===== src/hw/rtl/e2c_pkg.sv =====
// Shared constants, types and helper functions for the epoch-to-calendar converter.
package e2c_pkg;

  localparam int unsigned EPOCH_W   = 32;
  localparam int unsigned DIV_BITS  = 8;
  localparam int unsigned DIV_CYC   = EPOCH_W / DIV_BITS;
  localparam int unsigned DIV_CNT_W = $clog2(DIV_CYC);
  localparam int unsigned REM_W     = 6;
  localparam int unsigned DAY_W     = 16;
  localparam int unsigned YDAY_W    = 9;
  localparam int unsigned YEAR_W    = 8;
  localparam int unsigned MON_W     = 4;
  localparam int unsigned MDAY_W    = 5;
  localparam int unsigned WDAY_W    = 3;
  localparam int unsigned HOUR_W    = 5;

  localparam logic [REM_W-1:0]  SecsPerMin   = 6'd60;
  localparam logic [REM_W-1:0]  HoursPerDay  = 6'd24;
  localparam logic [YEAR_W-1:0] EpochYear    = 8'd70;   // 1970 - 1900
  localparam logic [YEAR_W-1:0] Year1900     = 8'd0;
  localparam logic [YEAR_W-1:0] Year2100     = 8'd200;
  localparam logic [WDAY_W-1:0] EpochWeekday = 3'd4;    // Thursday
  localparam logic [WDAY_W-1:0] DaysPerWeek  = 3'd7;
  localparam logic [MON_W-1:0]  MonthJan     = 4'd0;
  localparam logic [MON_W-1:0]  MonthFeb     = 4'd1;
  localparam logic [MON_W-1:0]  MonthDec     = 4'd11;
  localparam logic [YDAY_W-1:0] DaysLeap     = 9'd366;
  localparam logic [YDAY_W-1:0] DaysCommon   = 9'd365;
  localparam logic [MDAY_W-1:0] DaysFourWeek = 5'd28;

  typedef enum logic [1:0] {
    DIV_SEC,
    DIV_MIN,
    DIV_HOUR
  } div_sel_e;

  typedef struct packed {
    logic     load;
    logic     div_step;
    logic     div_last;
    div_sel_e div_sel;
    logic     year_step;
    logic     month_step;
    logic     out_load;
  } cmd_t;

  typedef struct packed {
    logic year_done;
    logic month_done;
  } sts_t;

  // Gregorian leap test on a year offset from 1900
  function automatic logic is_leap(input logic [YEAR_W-1:0] y);
    return (y[1:0] == 2'd0) && (y != Year1900) && (y != Year2100);
  endfunction

  function automatic logic [MDAY_W-1:0] month_len(input logic [MON_W-1:0] m,
                                                  input logic leap);
    logic [MDAY_W-1:0] len;
    unique case (m)
      4'd0, 4'd2, 4'd4, 4'd6, 4'd7, 4'd9, 4'd11: len = 5'd31;
      4'd3, 4'd5, 4'd8, 4'd10:                  len = 5'd30;
      MonthFeb:                                 len = leap ? 5'd29 : 5'd28;
      default:                                  len = 5'd31;
    endcase
    return len;
  endfunction

  // (w + inc) mod 7 for w < 7, inc < 4
  function automatic logic [WDAY_W-1:0] wday_add(input logic [WDAY_W-1:0] w,
                                                 input logic [1:0] inc);
    logic [WDAY_W:0] s;
    s = {1'b0, w} + {2'b00, inc};
    if (s >= {1'b0, DaysPerWeek}) begin
      s = s - {1'b0, DaysPerWeek};
    end
    return s[WDAY_W-1:0];
  endfunction

  // v mod 7 for v < 42
  function automatic logic [WDAY_W-1:0] wday_fold(input logic [5:0] v);
    logic [5:0] t;
    t = v;
    for (int i = 0; i < 5; i++) begin
      if (t >= {3'b000, DaysPerWeek}) begin
        t = t - {3'b000, DaysPerWeek};
      end
    end
    return t[WDAY_W-1:0];
  endfunction

endpackage


===== src/hw/rtl/e2c_datapath.sv =====
// Datapath: radix-256 constant divider, year and month walk, result registers.
module e2c_datapath (
  input  logic                               clk_i,
  input  logic                               rst_ni,
  input  e2c_pkg::cmd_t                      cmd_i,
  output e2c_pkg::sts_t                      sts_o,
  input  logic [e2c_pkg::EPOCH_W-1:0]        epoch_seconds_i,
  output logic [5:0]                         second_o,
  output logic [5:0]                         minute_o,
  output logic [e2c_pkg::HOUR_W-1:0]         hour_o,
  output logic [e2c_pkg::MDAY_W-1:0]         day_of_month_o,
  output logic [e2c_pkg::MON_W-1:0]          month_o,
  output logic [e2c_pkg::YEAR_W-1:0]         years_since_1900_o,
  output logic [e2c_pkg::WDAY_W-1:0]         weekday_o,
  output logic [e2c_pkg::YDAY_W-1:0]         day_of_year_o
);

  logic [e2c_pkg::EPOCH_W-1:0] n_q, n_d;
  logic [e2c_pkg::REM_W-1:0]   r_q, r_d, dv;
  logic [e2c_pkg::REM_W-1:0]   sec_q, min_q, hr_q;
  logic [e2c_pkg::DAY_W-1:0]   days_q;
  logic [e2c_pkg::YEAR_W-1:0]  year_q;
  logic [e2c_pkg::WDAY_W-1:0]  wday_q;
  logic [e2c_pkg::YDAY_W-1:0]  yday_q;
  logic [e2c_pkg::MON_W-1:0]   mon_q;
  logic                        leap_q;
  logic                        year_leap;
  logic [e2c_pkg::YDAY_W-1:0]  ylen;
  logic [e2c_pkg::MDAY_W-1:0]  mlen;
  logic [1:0]                  minc;

  assign dv = (cmd_i.div_sel == e2c_pkg::DIV_HOUR) ? e2c_pkg::HoursPerDay
                                                   : e2c_pkg::SecsPerMin;

  always_comb begin
    logic [e2c_pkg::EPOCH_W-1:0] n;
    logic [e2c_pkg::REM_W:0]     t;
    logic [e2c_pkg::REM_W-1:0]   r;
    n = n_q;
    r = r_q;
    for (int i = 0; i < int'(e2c_pkg::DIV_BITS); i++) begin
      t = {r, n[e2c_pkg::EPOCH_W-1]};
      n = {n[e2c_pkg::EPOCH_W-2:0], 1'b0};
      if (t >= {1'b0, dv}) begin
        t    = t - {1'b0, dv};
        n[0] = 1'b1;
      end
      r = t[e2c_pkg::REM_W-1:0];
    end
    n_d = n;
    r_d = r;
  end

  assign year_leap = e2c_pkg::is_leap(year_q);
  assign ylen      = year_leap ? e2c_pkg::DaysLeap : e2c_pkg::DaysCommon;
  assign mlen      = e2c_pkg::month_len(mon_q, leap_q);
  assign minc      = 2'(mlen - e2c_pkg::DaysFourWeek);

  assign sts_o.year_done  = days_q < {{(e2c_pkg::DAY_W-e2c_pkg::YDAY_W){1'b0}}, ylen};
  assign sts_o.month_done = (days_q < {{(e2c_pkg::DAY_W-e2c_pkg::MDAY_W){1'b0}}, mlen})
                            || (mon_q == e2c_pkg::MonthDec);

  always_ff @(posedge clk_i) begin
    if (cmd_i.load) begin
      n_q <= epoch_seconds_i;
      r_q <= '0;
    end else if (cmd_i.div_step) begin
      n_q <= n_d;
      r_q <= cmd_i.div_last ? '0 : r_d;
      if (cmd_i.div_last) begin
        unique case (cmd_i.div_sel)
          e2c_pkg::DIV_SEC: sec_q <= r_d;
          e2c_pkg::DIV_MIN: min_q <= r_d;
          e2c_pkg::DIV_HOUR: begin
            hr_q   <= r_d;
            days_q <= n_d[e2c_pkg::DAY_W-1:0];
            year_q <= e2c_pkg::EpochYear;
            wday_q <= e2c_pkg::EpochWeekday;
          end
          default: sec_q <= r_d;
        endcase
      end
    end
    if (cmd_i.year_step) begin
      if (sts_o.year_done) begin
        yday_q <= days_q[e2c_pkg::YDAY_W-1:0];
        mon_q  <= e2c_pkg::MonthJan;
        leap_q <= year_leap;
      end else begin
        days_q <= days_q - {{(e2c_pkg::DAY_W-e2c_pkg::YDAY_W){1'b0}}, ylen};
        year_q <= year_q + 8'd1;
        wday_q <= e2c_pkg::wday_add(wday_q, year_leap ? 2'd2 : 2'd1);
      end
    end
    if (cmd_i.month_step && !sts_o.month_done) begin
      days_q <= days_q - {{(e2c_pkg::DAY_W-e2c_pkg::MDAY_W){1'b0}}, mlen};
      mon_q  <= mon_q + 4'd1;
      wday_q <= e2c_pkg::wday_add(wday_q, minc);
    end
    if (cmd_i.out_load) begin
      second_o           <= sec_q;
      minute_o           <= min_q;
      hour_o             <= hr_q[e2c_pkg::HOUR_W-1:0];
      day_of_month_o     <= days_q[e2c_pkg::MDAY_W-1:0] + 5'd1;
      month_o            <= mon_q;
      years_since_1900_o <= year_q;
      weekday_o          <= e2c_pkg::wday_fold({3'b000, wday_q} + {1'b0, days_q[4:0]});
      day_of_year_o      <= yday_q;
    end
  end

  a_rem_below_divisor: assert property (@(posedge clk_i) disable iff (!rst_ni)
    cmd_i.div_step |-> r_q < dv)
    else $error("divider remainder out of range");

  a_year_advance: assert property (@(posedge clk_i) disable iff (!rst_ni)
    (cmd_i.year_step && !sts_o.year_done) |=> year_q == $past(year_q) + 8'd1)
    else $error("year walk did not advance");

  a_month_fits: assert property (@(posedge clk_i) disable iff (!rst_ni)
    cmd_i.out_load |-> (mon_q <= e2c_pkg::MonthDec) && (days_q < 16'd31))
    else $error("month walk overran");

endmodule


===== src/hw/rtl/e2c_ctrl.sv =====
// Controller: sequences the divisions, the year and month walks and the output handoff.
module e2c_ctrl (
  input  logic          clk_i,
  input  logic          rst_ni,
  input  logic          in_valid_i,
  output logic          in_stall_o,
  output logic          out_valid_o,
  input  logic          out_stall_i,
  input  e2c_pkg::sts_t sts_i,
  output e2c_pkg::cmd_t cmd_o
);

  typedef enum logic [2:0] {
    ST_IDLE,
    ST_DIV,
    ST_YEAR,
    ST_MONTH,
    ST_FIN
  } state_e;

  state_e                          state_q;
  logic [e2c_pkg::DIV_CNT_W-1:0]   cnt_q;
  e2c_pkg::div_sel_e               phase_q;
  logic                            out_valid_q;
  logic                            div_last;

  assign div_last    = cnt_q == e2c_pkg::DIV_CNT_W'(e2c_pkg::DIV_CYC - 1);
  assign in_stall_o  = state_q != ST_IDLE;
  assign out_valid_o = out_valid_q;

  always_comb begin
    cmd_o            = '0;
    cmd_o.div_sel    = phase_q;
    cmd_o.load       = (state_q == ST_IDLE) && in_valid_i;
    cmd_o.div_step   = state_q == ST_DIV;
    cmd_o.div_last   = (state_q == ST_DIV) && div_last;
    cmd_o.year_step  = state_q == ST_YEAR;
    cmd_o.month_step = state_q == ST_MONTH;
    cmd_o.out_load   = (state_q == ST_FIN) && (!out_valid_q || !out_stall_i);
  end

  always_ff @(posedge clk_i or negedge rst_ni) begin
    if (!rst_ni) begin
      state_q     <= ST_IDLE;
      cnt_q       <= '0;
      phase_q     <= e2c_pkg::DIV_SEC;
      out_valid_q <= 1'b0;
    end else begin
      if (cmd_o.out_load) begin
        out_valid_q <= 1'b1;
      end else if (!out_stall_i) begin
        out_valid_q <= 1'b0;
      end
      unique case (state_q)
        ST_IDLE: begin
          if (in_valid_i) begin
            state_q <= ST_DIV;
            cnt_q   <= '0;
            phase_q <= e2c_pkg::DIV_SEC;
          end
        end
        ST_DIV: begin
          cnt_q <= cnt_q + 1'b1;
          if (div_last) begin
            unique case (phase_q)
              e2c_pkg::DIV_SEC:  phase_q <= e2c_pkg::DIV_MIN;
              e2c_pkg::DIV_MIN:  phase_q <= e2c_pkg::DIV_HOUR;
              e2c_pkg::DIV_HOUR: state_q <= ST_YEAR;
              default:           state_q <= ST_IDLE;
            endcase
          end
        end
        ST_YEAR: begin
          if (sts_i.year_done) begin
            state_q <= ST_MONTH;
          end
        end
        ST_MONTH: begin
          if (sts_i.month_done) begin
            state_q <= ST_FIN;
          end
        end
        ST_FIN: begin
          if (cmd_o.out_load) begin
            state_q <= ST_IDLE;
          end
        end
        default: state_q <= ST_IDLE;
      endcase
    end
  end

  a_start_div: assert property (@(posedge clk_i) disable iff (!rst_ni)
    (state_q == ST_IDLE && in_valid_i) |=>
      (state_q == ST_DIV && cnt_q == '0 && phase_q == e2c_pkg::DIV_SEC))
    else $error("request did not start the divider");

  a_no_overwrite: assert property (@(posedge clk_i) disable iff (!rst_ni)
    (out_valid_q && out_stall_i) |-> !cmd_o.out_load)
    else $error("pending result overwritten");

  a_fin_from_month: assert property (@(posedge clk_i) disable iff (!rst_ni)
    $rose(state_q == ST_FIN) |-> $past(state_q) == ST_MONTH)
    else $error("finish entered out of order");

endmodule


===== src/hw/rtl/epoch_to_calendar_unit.sv =====
// Top level of the epoch-to-calendar converter.
//
//   channel  direction  handshake              payload
//   in       request    in_valid_i/in_stall_o  epoch_seconds_i
//   out      result     out_valid_o/out_stall_i second_o .. day_of_year_o
//
// A request steps through three 32-bit constant divisions at 8 bits per cycle,
// then one year per cycle and one month per cycle, each walk subtracting from
// the same day count, then the finish step.
// Reset (rst_ni, async, active low) returns the controller to idle with no
// pending result. A new request is taken while a result waits on out_stall_i;
// the finish step then holds until the output register is free.
module epoch_to_calendar_unit (
  input  logic                               clk_i,
  input  logic                               rst_ni,
  input  logic                               in_valid_i,
  output logic                               in_stall_o,
  input  logic [e2c_pkg::EPOCH_W-1:0]        epoch_seconds_i,
  output logic                               out_valid_o,
  input  logic                               out_stall_i,
  output logic [5:0]                         second_o,
  output logic [5:0]                         minute_o,
  output logic [e2c_pkg::HOUR_W-1:0]         hour_o,
  output logic [e2c_pkg::MDAY_W-1:0]         day_of_month_o,
  output logic [e2c_pkg::MON_W-1:0]          month_o,
  output logic [e2c_pkg::YEAR_W-1:0]         years_since_1900_o,
  output logic [e2c_pkg::WDAY_W-1:0]         weekday_o,
  output logic [e2c_pkg::YDAY_W-1:0]         day_of_year_o
);

  e2c_pkg::cmd_t cmd;
  e2c_pkg::sts_t sts;

  e2c_ctrl u_ctrl (
    .clk_i       (clk_i),
    .rst_ni      (rst_ni),
    .in_valid_i  (in_valid_i),
    .in_stall_o  (in_stall_o),
    .out_valid_o (out_valid_o),
    .out_stall_i (out_stall_i),
    .sts_i       (sts),
    .cmd_o       (cmd)
  );

  e2c_datapath u_datapath (
    .clk_i              (clk_i),
    .rst_ni             (rst_ni),
    .cmd_i              (cmd),
    .sts_o              (sts),
    .epoch_seconds_i    (epoch_seconds_i),
    .second_o           (second_o),
    .minute_o           (minute_o),
    .hour_o             (hour_o),
    .day_of_month_o     (day_of_month_o),
    .month_o            (month_o),
    .years_since_1900_o (years_since_1900_o),
    .weekday_o          (weekday_o),
    .day_of_year_o      (day_of_year_o)
  );

endmodule

===== config.mk =====
export PLATFORM = sky130hd
export DESIGN_NAME = epoch_to_calendar_unit
export DESIGN_NICKNAME = d
export VERILOG_FILES = /design/src/hw/rtl/e2c_pkg.sv /design/src/hw/rtl/e2c_datapath.sv /design/src/hw/rtl/e2c_ctrl.sv /design/src/hw/rtl/epoch_to_calendar_unit.sv
export SDC_FILE = /design/constraint.sdc
export NUM_CORES = 1
export LEC_CHECK = 0
export BUFFER_PORTS_ARGS = -buffer_cell sky130_fd_sc_hd__buf_4
export CAP_MARGIN = 25
export CORE_ASPECT_RATIO = 0.75
export CORE_MARGIN = 2
export CORE_UTILIZATION = 60
export DETAILED_ROUTE_END_ITERATION = 16
export PLACE_DENSITY = 0.8
export SLEW_MARGIN = 20
export SYNTH_ARGS = -nofsm -noshare
export SYNTH_HDL_FRONTEND = slang
export SYNTH_HIERARCHICAL = 1
export SYNTH_SLANG_ARGS = --single-unit

===== constraint.sdc =====
create_clock -name clk_i -period 17.1 [get_ports clk_i]
set_input_delay 1.71 -clock clk_i [delete_from_list [all_inputs] [get_ports clk_i]]
set_output_delay 1.71 -clock clk_i [all_outputs]
set_load 0.05 [all_outputs]

==> Word-level counts from Yosys, hierarchy flattened <==
Cells that the tools add are included.
{ "word_totals": {"elab_cells": 192, "out_inout_bits": 48, "inputBits": 36, "regBits": 150} }
{ "op_classes": {"n_reduce_logical": 31, "n_eq_ne": 22, "n_lt_le_gt_ge": 17, "addsub": 25, "n_bitwise": 2, "n_mux": 72} }
{ "op_table": {"columns": ["cell", "n"], "rows": [
  ["$mux W16", 7],
  ["$mux W6", 18],
  ["$mux W32", 2],
  ["$ge A7 B6 Y1", 8],
  ["$mux W8", 6],
  ["$sub A6 B6 Y6", 8],
  ["$mux W3", 15],
  ["$ge A6 B3 Y1 const B", 5],
  ["$sub A6 B3 Y6 const B", 4],
  ["$lt A16 B5 Y1", 1],
  ["$lt A16 B9 Y1", 1],
  ["$pmux W2 S2", 4],
  ["$reduce_and A4 Y1", 4],
  ["$sub A16 B5 Y16", 1],
  ["$sub A16 B9 Y16", 1],
  ["$pmux W3 S5", 1],
  ["$eq A4 B4 Y1 const B", 3],
  ["$mux W4", 3],
  ["$mux W1", 11],
  ["$sub A3 B3 Y3 const B", 3],
  ["$add A3 B2 Y4", 2],
  ["$add A8 B1 Y8 const B", 1],
  ["$ge A4 B3 Y1 const B", 2],
  ["$mux W2", 4],
  ["other kinds (31)", 54]
]} }

==> Logic depth before layout (Yosys ltp) <==
{ "logic_depth": {"depth_word": 25, "ltp_mapped": 54, "ltp_nobuf": 54} }

==> Hierarchy <==
The synthesis kept the hierarchy.
{ "by_module_without_submodules": {"columns": ["mod", "seq_area_each_um2", "instances", "area_per_inst_um2", "cells_per_inst"], "rows": [
  ["e2c_datapath", 3933.8, 1, 8770.9, 855],
  ["e2c_ctrl", 200.2, 1, 498.0, 57]
]} }

==> Worst setup path after synthesis <==
Ideal clock, no wire load.
{ "synth_timing": {"path_type": "register -> register", "startpoint": "register u_ctrl.phase_q[0]", "endpoint": "register u_datapath/r_q[3] in the netlist's numbering", "slack_ps": 5957, "arrival_time_ps": 11028, "path_stages_with_launch": 51, "synth_period_minus_slack_ps": 11143, "setup_ps": 116, "cell_sequence": "dfrtp_1 -> inv_1 -> ha_1 -> inv_1 -> ha_1 -> or3b_4 -> a311oi_1 -> nor2_1 -> ha_1 -> nand3b_1 -> a211oi_1 -> mux2i_2 -> a31oi_1 -> xnor2_1 -> ha_1 -> o21ba_2 -> nand4_1 -> o31a_1 -> [... 15 more ...] -> inv_1 -> ha_1 -> a21boi_0 -> or4b_4 -> a32oi_4 -> nand2_1 -> xor2_1 -> ha_1 -> o21a_1 -> a211o_1 -> a21oi_1 -> a31o_2 -> ha_1 -> o21ai_0 -> nor3_2 -> nor2_2 -> mux2_2 -> a31o_1"} }
{ "synth_between": {"elab_chain_cells": 19, "word_cells_on_any_way": 27} }
{ "synth_rtl": {"columns": ["element", "line", "text"], "rows": [
  ["from (decl)", "e2c_ctrl.sv:23", "e2c_pkg::div_sel_e phase_q;"],
  ["from (signal assigned)", "e2c_ctrl.sv:46", "phase_q <= e2c_pkg::DIV_SEC;"],
  ["from (signal assigned)", "e2c_ctrl.sv:59", "phase_q <= e2c_pkg::DIV_SEC;"],
  ["from (signal assigned)", "e2c_ctrl.sv:66", "e2c_pkg::DIV_SEC: phase_q <= e2c_pkg::DIV_MIN;"],
  ["$eq A2 B2 Y1 *", "e2c_datapath.sv:32", "assign dv = (cmd_i.div_sel == e2c_pkg::DIV_HOUR) ? e2c_pkg::HoursPerDay"],
  ["$mux W6 *", "e2c_datapath.sv:32", null],
  ["$sub A6 B6 Y6 / $ge A7 B6 Y1 (equally long branches)", "e2c_datapath.sv:45, e2c_datapath.sv:44", null],
  ["$mux W6", "e2c_datapath.sv:44", "if (t >= {1'b0, dv}) begin"],
  ["$sub A6 B6 Y6 / $ge A7 B6 Y1 (equally long branches)", "e2c_datapath.sv:45, e2c_datapath.sv:44", null],
  ["$mux W6", "e2c_datapath.sv:44", null],
  ["$sub A6 B6 Y6 / $ge A7 B6 Y1 (equally long branches)", "e2c_datapath.sv:45, e2c_datapath.sv:44", null],
  ["$mux W6", "e2c_datapath.sv:44", null],
  ["[... 4 more ...]", null, null],
  ["$sub A6 B6 Y6 / $ge A7 B6 Y1 (equally long branches)", "e2c_datapath.sv:45, e2c_datapath.sv:44", null],
  ["$mux W6", "e2c_datapath.sv:44", null],
  ["$sub A6 B6 Y6 / $ge A7 B6 Y1 (equally long branches)", "e2c_datapath.sv:45, e2c_datapath.sv:44", null],
  ["$mux W6", "e2c_datapath.sv:44", null],
  ["$sub A6 B6 Y6 / $ge A7 B6 Y1 (equally long branches)", "e2c_datapath.sv:45, e2c_datapath.sv:44", null],
  ["$mux W6 *", "e2c_datapath.sv:44", null],
  ["via u_datapath.r_d (one bit)", "e2c_datapath.sv:19", "logic [e2c_pkg::REM_W-1:0] r_q, r_d, dv;"],
  ["$mux W6 *", "e2c_datapath.sv:69", "r_q <= cmd_i.div_last ? '0 : r_d;"],
  ["to (signal assigned)", "e2c_datapath.sv:69", null],
  ["to (decl)", "e2c_datapath.sv:19", null]
]} }
The timed path passes the listed nets; every way through them passes the cells marked *.
A chain may end at the register's enable or synchronous reset.

==> Final worst setup path <==
Ends and elaborated chain as after synthesis.

==> results.cfg <==
[yosys]
yosysSeqAreaShare = 0.446
synth_top_cell_area_share = 0.353
synth_edf_count = 109
synth_top_family_by_area = compound AO/OA/AOI/OAI gates
async_reset_ff_frac = 0.0533
synthesis.area_mm2 = 0.00927
synth-main-ff-cell = edfxtp_1
yosys.area_share.adder = 0.0823
syn_inst = 912
yosys_register_bits = 150
synth.area.mux_share = 0.0651
synth_area_per_cell_um2 = 10.2
synth_nets = 1006
post_synth_and_or_nand_nor_area_fraction = 0.165
synth_top_cell_by_area = edfxtp_1
synth_area_leaders = edfxtp_1 35%, ha_1 7.2%, dfxtp_1 7.1%
synth_xor_area_frac = 0.0321
synth_compound_gate_area_share = 0.174
yosysWarnings = 6
ys_types = 95

[die]
pin_count = 84
chipWidth_um = 148
die_y_um = 112
fp-row-count = 39
design.core.area_mm2 = 0.0152
fp.dieArea_mm2 = 0.0165
start_util = 0.611

[finish]
final_util = 0.705
mostFrequentLayoutCell = edfxtp_1
syn2layout_area_growth_pct = 15.4
layout_common_cells = 109 x edfxtp_1, 89 x buf_4, 76 x nor2_1, 76 x nand2_1, 59 x o21ai_0
multi_input_area_mm2 = 0.00481
seq_area_mm2 = 0.00413
diodes = 0
post_route_cells_drive_above_1_share = 0.192
nets = 1085
fillCellCount = 1094

[grt]
grt_max_degree = 47
grt.overflow.total = 0
antenna_found_initial = 0
grtUsageTotal = 0.271
grt.met2_usage = 0.378
grt_first_pass_wirelength_um = 35000
grt_pass1_vias = 6710
gr-usage-met1 = 0.420
grt.busiest_layer = met1
met3_usage = 0.0602

[timing]
finalMaxSlewViolations = 0
relSlewSlack = 0.295
fin_crit_sh = 0.740
finalSetupViolCount = 0
fmax_mhz = 79.0
tns_ps = 0
fin_skew_ps = 11.3
hold_viol = 0
rsz0062_at_grt = no
worst_slew_pin_slew_ps = 1030
fin_crit_ps = 12660

[clock_tree]
cts_tree = built
cts_made_buffers = 17
clk_pin_slew_ps = 60
numClockSinks = 150
cts_max_path_buffers = 2
cts-htree-levels = 4
clkLatencyLatePin_ps = 430
postCtsSetupBuffers = 0
ctsResizeCount = 0
cts_root_buf = clkbuf_16
hold_buffers = 0

[detailed_routing]
drt_first_iter_violations = 811
drtAntennaViolNets = 0
post_drt_wl_per_cell_um = 18.1
vias = 7527
wl_um = 21900
firstDrtPassIters = 5
viasPerCell = 6.23
drc = 0

[worst_setup_path]
worstSetupPathType = reg -> reg
crit_slowest_cell = or4_4
endpoint_kind = register
cp_max_fo = 10
path_common_cell = ha_1
crit_path_max_incr_delay_ps = 540
cp.arrival_ps = 12990
critPathLaunchType = register
required_ps = 17430

[hold_path]
min_path_type = reg -> reg

[run_status]
outcome = completed

[placed_design]
dp_hpwl_um = 15900
port_buffers = 83
gp_congestion = 0.890

[flow_run]
maxCapViolCount = 0
-- final cells by class --
class / instances / area share
multi-input combinational: 674 / 0.450
sequential: 150 / 0.387
clock inverter: 14 / 0.0152
timing repair buffer: 89 / 0.0625
tap: 205 / 0.0240
clock buffer: 18 / 0.0411
inverter: 59 / 0.0208
-- sequential cells by signal, indices dropped and copies added, names as in the netlist, 3 cells and up --
name,count
u_datapath/hr_q,5
u_datapath/year_q,8
u_datapath/years_since_1900_o,8
u_datapath/month_o,4
u_ctrl/state_q,3
u_datapath/day_of_year_o,9
u_datapath/mon_q,4
u_datapath/minute_o,6
u_datapath/n_q,32
u_datapath/day_of_month_o,5
u_datapath/r_q,6
u_datapath/yday_q,9
u_datapath/second_o,6
u_datapath/weekday_o,3
u_datapath/wday_q,3
u_datapath/sec_q,6
u_datapath/hour_o,5
u_datapath/days_q,16
u_datapath/min_q,6
-- metal layers --
| metal | wire (um) | vias to the layer above |
|---|---|---|
| li1 | - | 3583 |
| met1 | 10500 | 3534 |
| met2 | 9110 | 373 |
| met3 | 1990 | 37 |
| met4 | 344 | 0 |
| met5 | 0 | - |
-- cells by family (layout without fill, tap and decap cells) --
family	Yosys count	in the layout
adders and majority gates	58	58
xor gates and xnor gates	34	34
muxes	54	54
buffers and inverters	88	180
and+or+nand+nor	300	300
DFF	150	150
AOI/OAI and AO/OA	228	228
-- critical path: cells and delay by family, from the launching register on --
family | cells | cell delay, ps
flops | 1 | 440
mux | 3 | 900
compound gates | 17 | 4020
xor+xnor | 3 | 570
fa+ha+maj | 9 | 2940
buf+inv | 6 | 730
simple gates | 12 | 2930
-- stage by stage --
stage / area [um^2] / hold slack (ps) / cells / setup slack [ps]
global placement: 10100 / 401 / 1177 / 4920
global route: 10700 / 423 / 1209 / 3690
detailed placement: 10100 / 405 / 1177 / 4650
floorplan: 9270 / 400 / 912 / 5960
finish: 10700 / 420 / 1209 / 4440
CTS: 10700 / 420 / 1209 / 4590
-- final timing paths --
kind                                     startpoint                      to  slack [ps]  cells past startpoint
worst max-delay path              u_ctrl/phase_q[0]       u_datapath/r_q[3]        4440                     50
worst min-delay path            u_datapath/min_q[3]  u_datapath/minute_o[3]         420                      0
worst max register to register    u_ctrl/phase_q[0]       u_datapath/r_q[3]        4440                     50
worst min register to register  u_datapath/min_q[3]  u_datapath/minute_o[3]         420                      0
max in group asynchronous                    rst_ni       u_ctrl/state_q[1]       15880                      1
min in group asynchronous                    rst_ni       u_ctrl/phase_q[0]        1090                      1
-- cells in the mapped netlist (4+ instances only) --
master    count
buf_1         4
a21oi_1      40
o21a_1        8
and3_1       12
a21o_1        9
inv_1        56
dfrtp_1       8
o31ai_1       4
o211ai_1      8
mux2i_1      15
xor2_1       15
nor4_1        4
clkbuf_1     22
or2_2         5
edfxtp_1    109
and2_1        7
nand4_1       7
a211oi_1      9
ha_1         53
nand3b_1      5
a21boi_0      4
a31oi_1      13
o32ai_1       5
nand2b_1     13
o22ai_1       9
nor3_1       14
nand3_1      24
nor2b_1      18
xnor2_1      19
or3_1         8
o21ai_1       5
o21ai_0      59
fa_1          5
nor3b_1       8
nor2_1       76
dfxtp_1      33
nand2_1      76
mux2_2       35
Power is left out: the tool's default activity adds up to more than one toggle a clock period on the data nets, which glitch-free logic cannot reach.
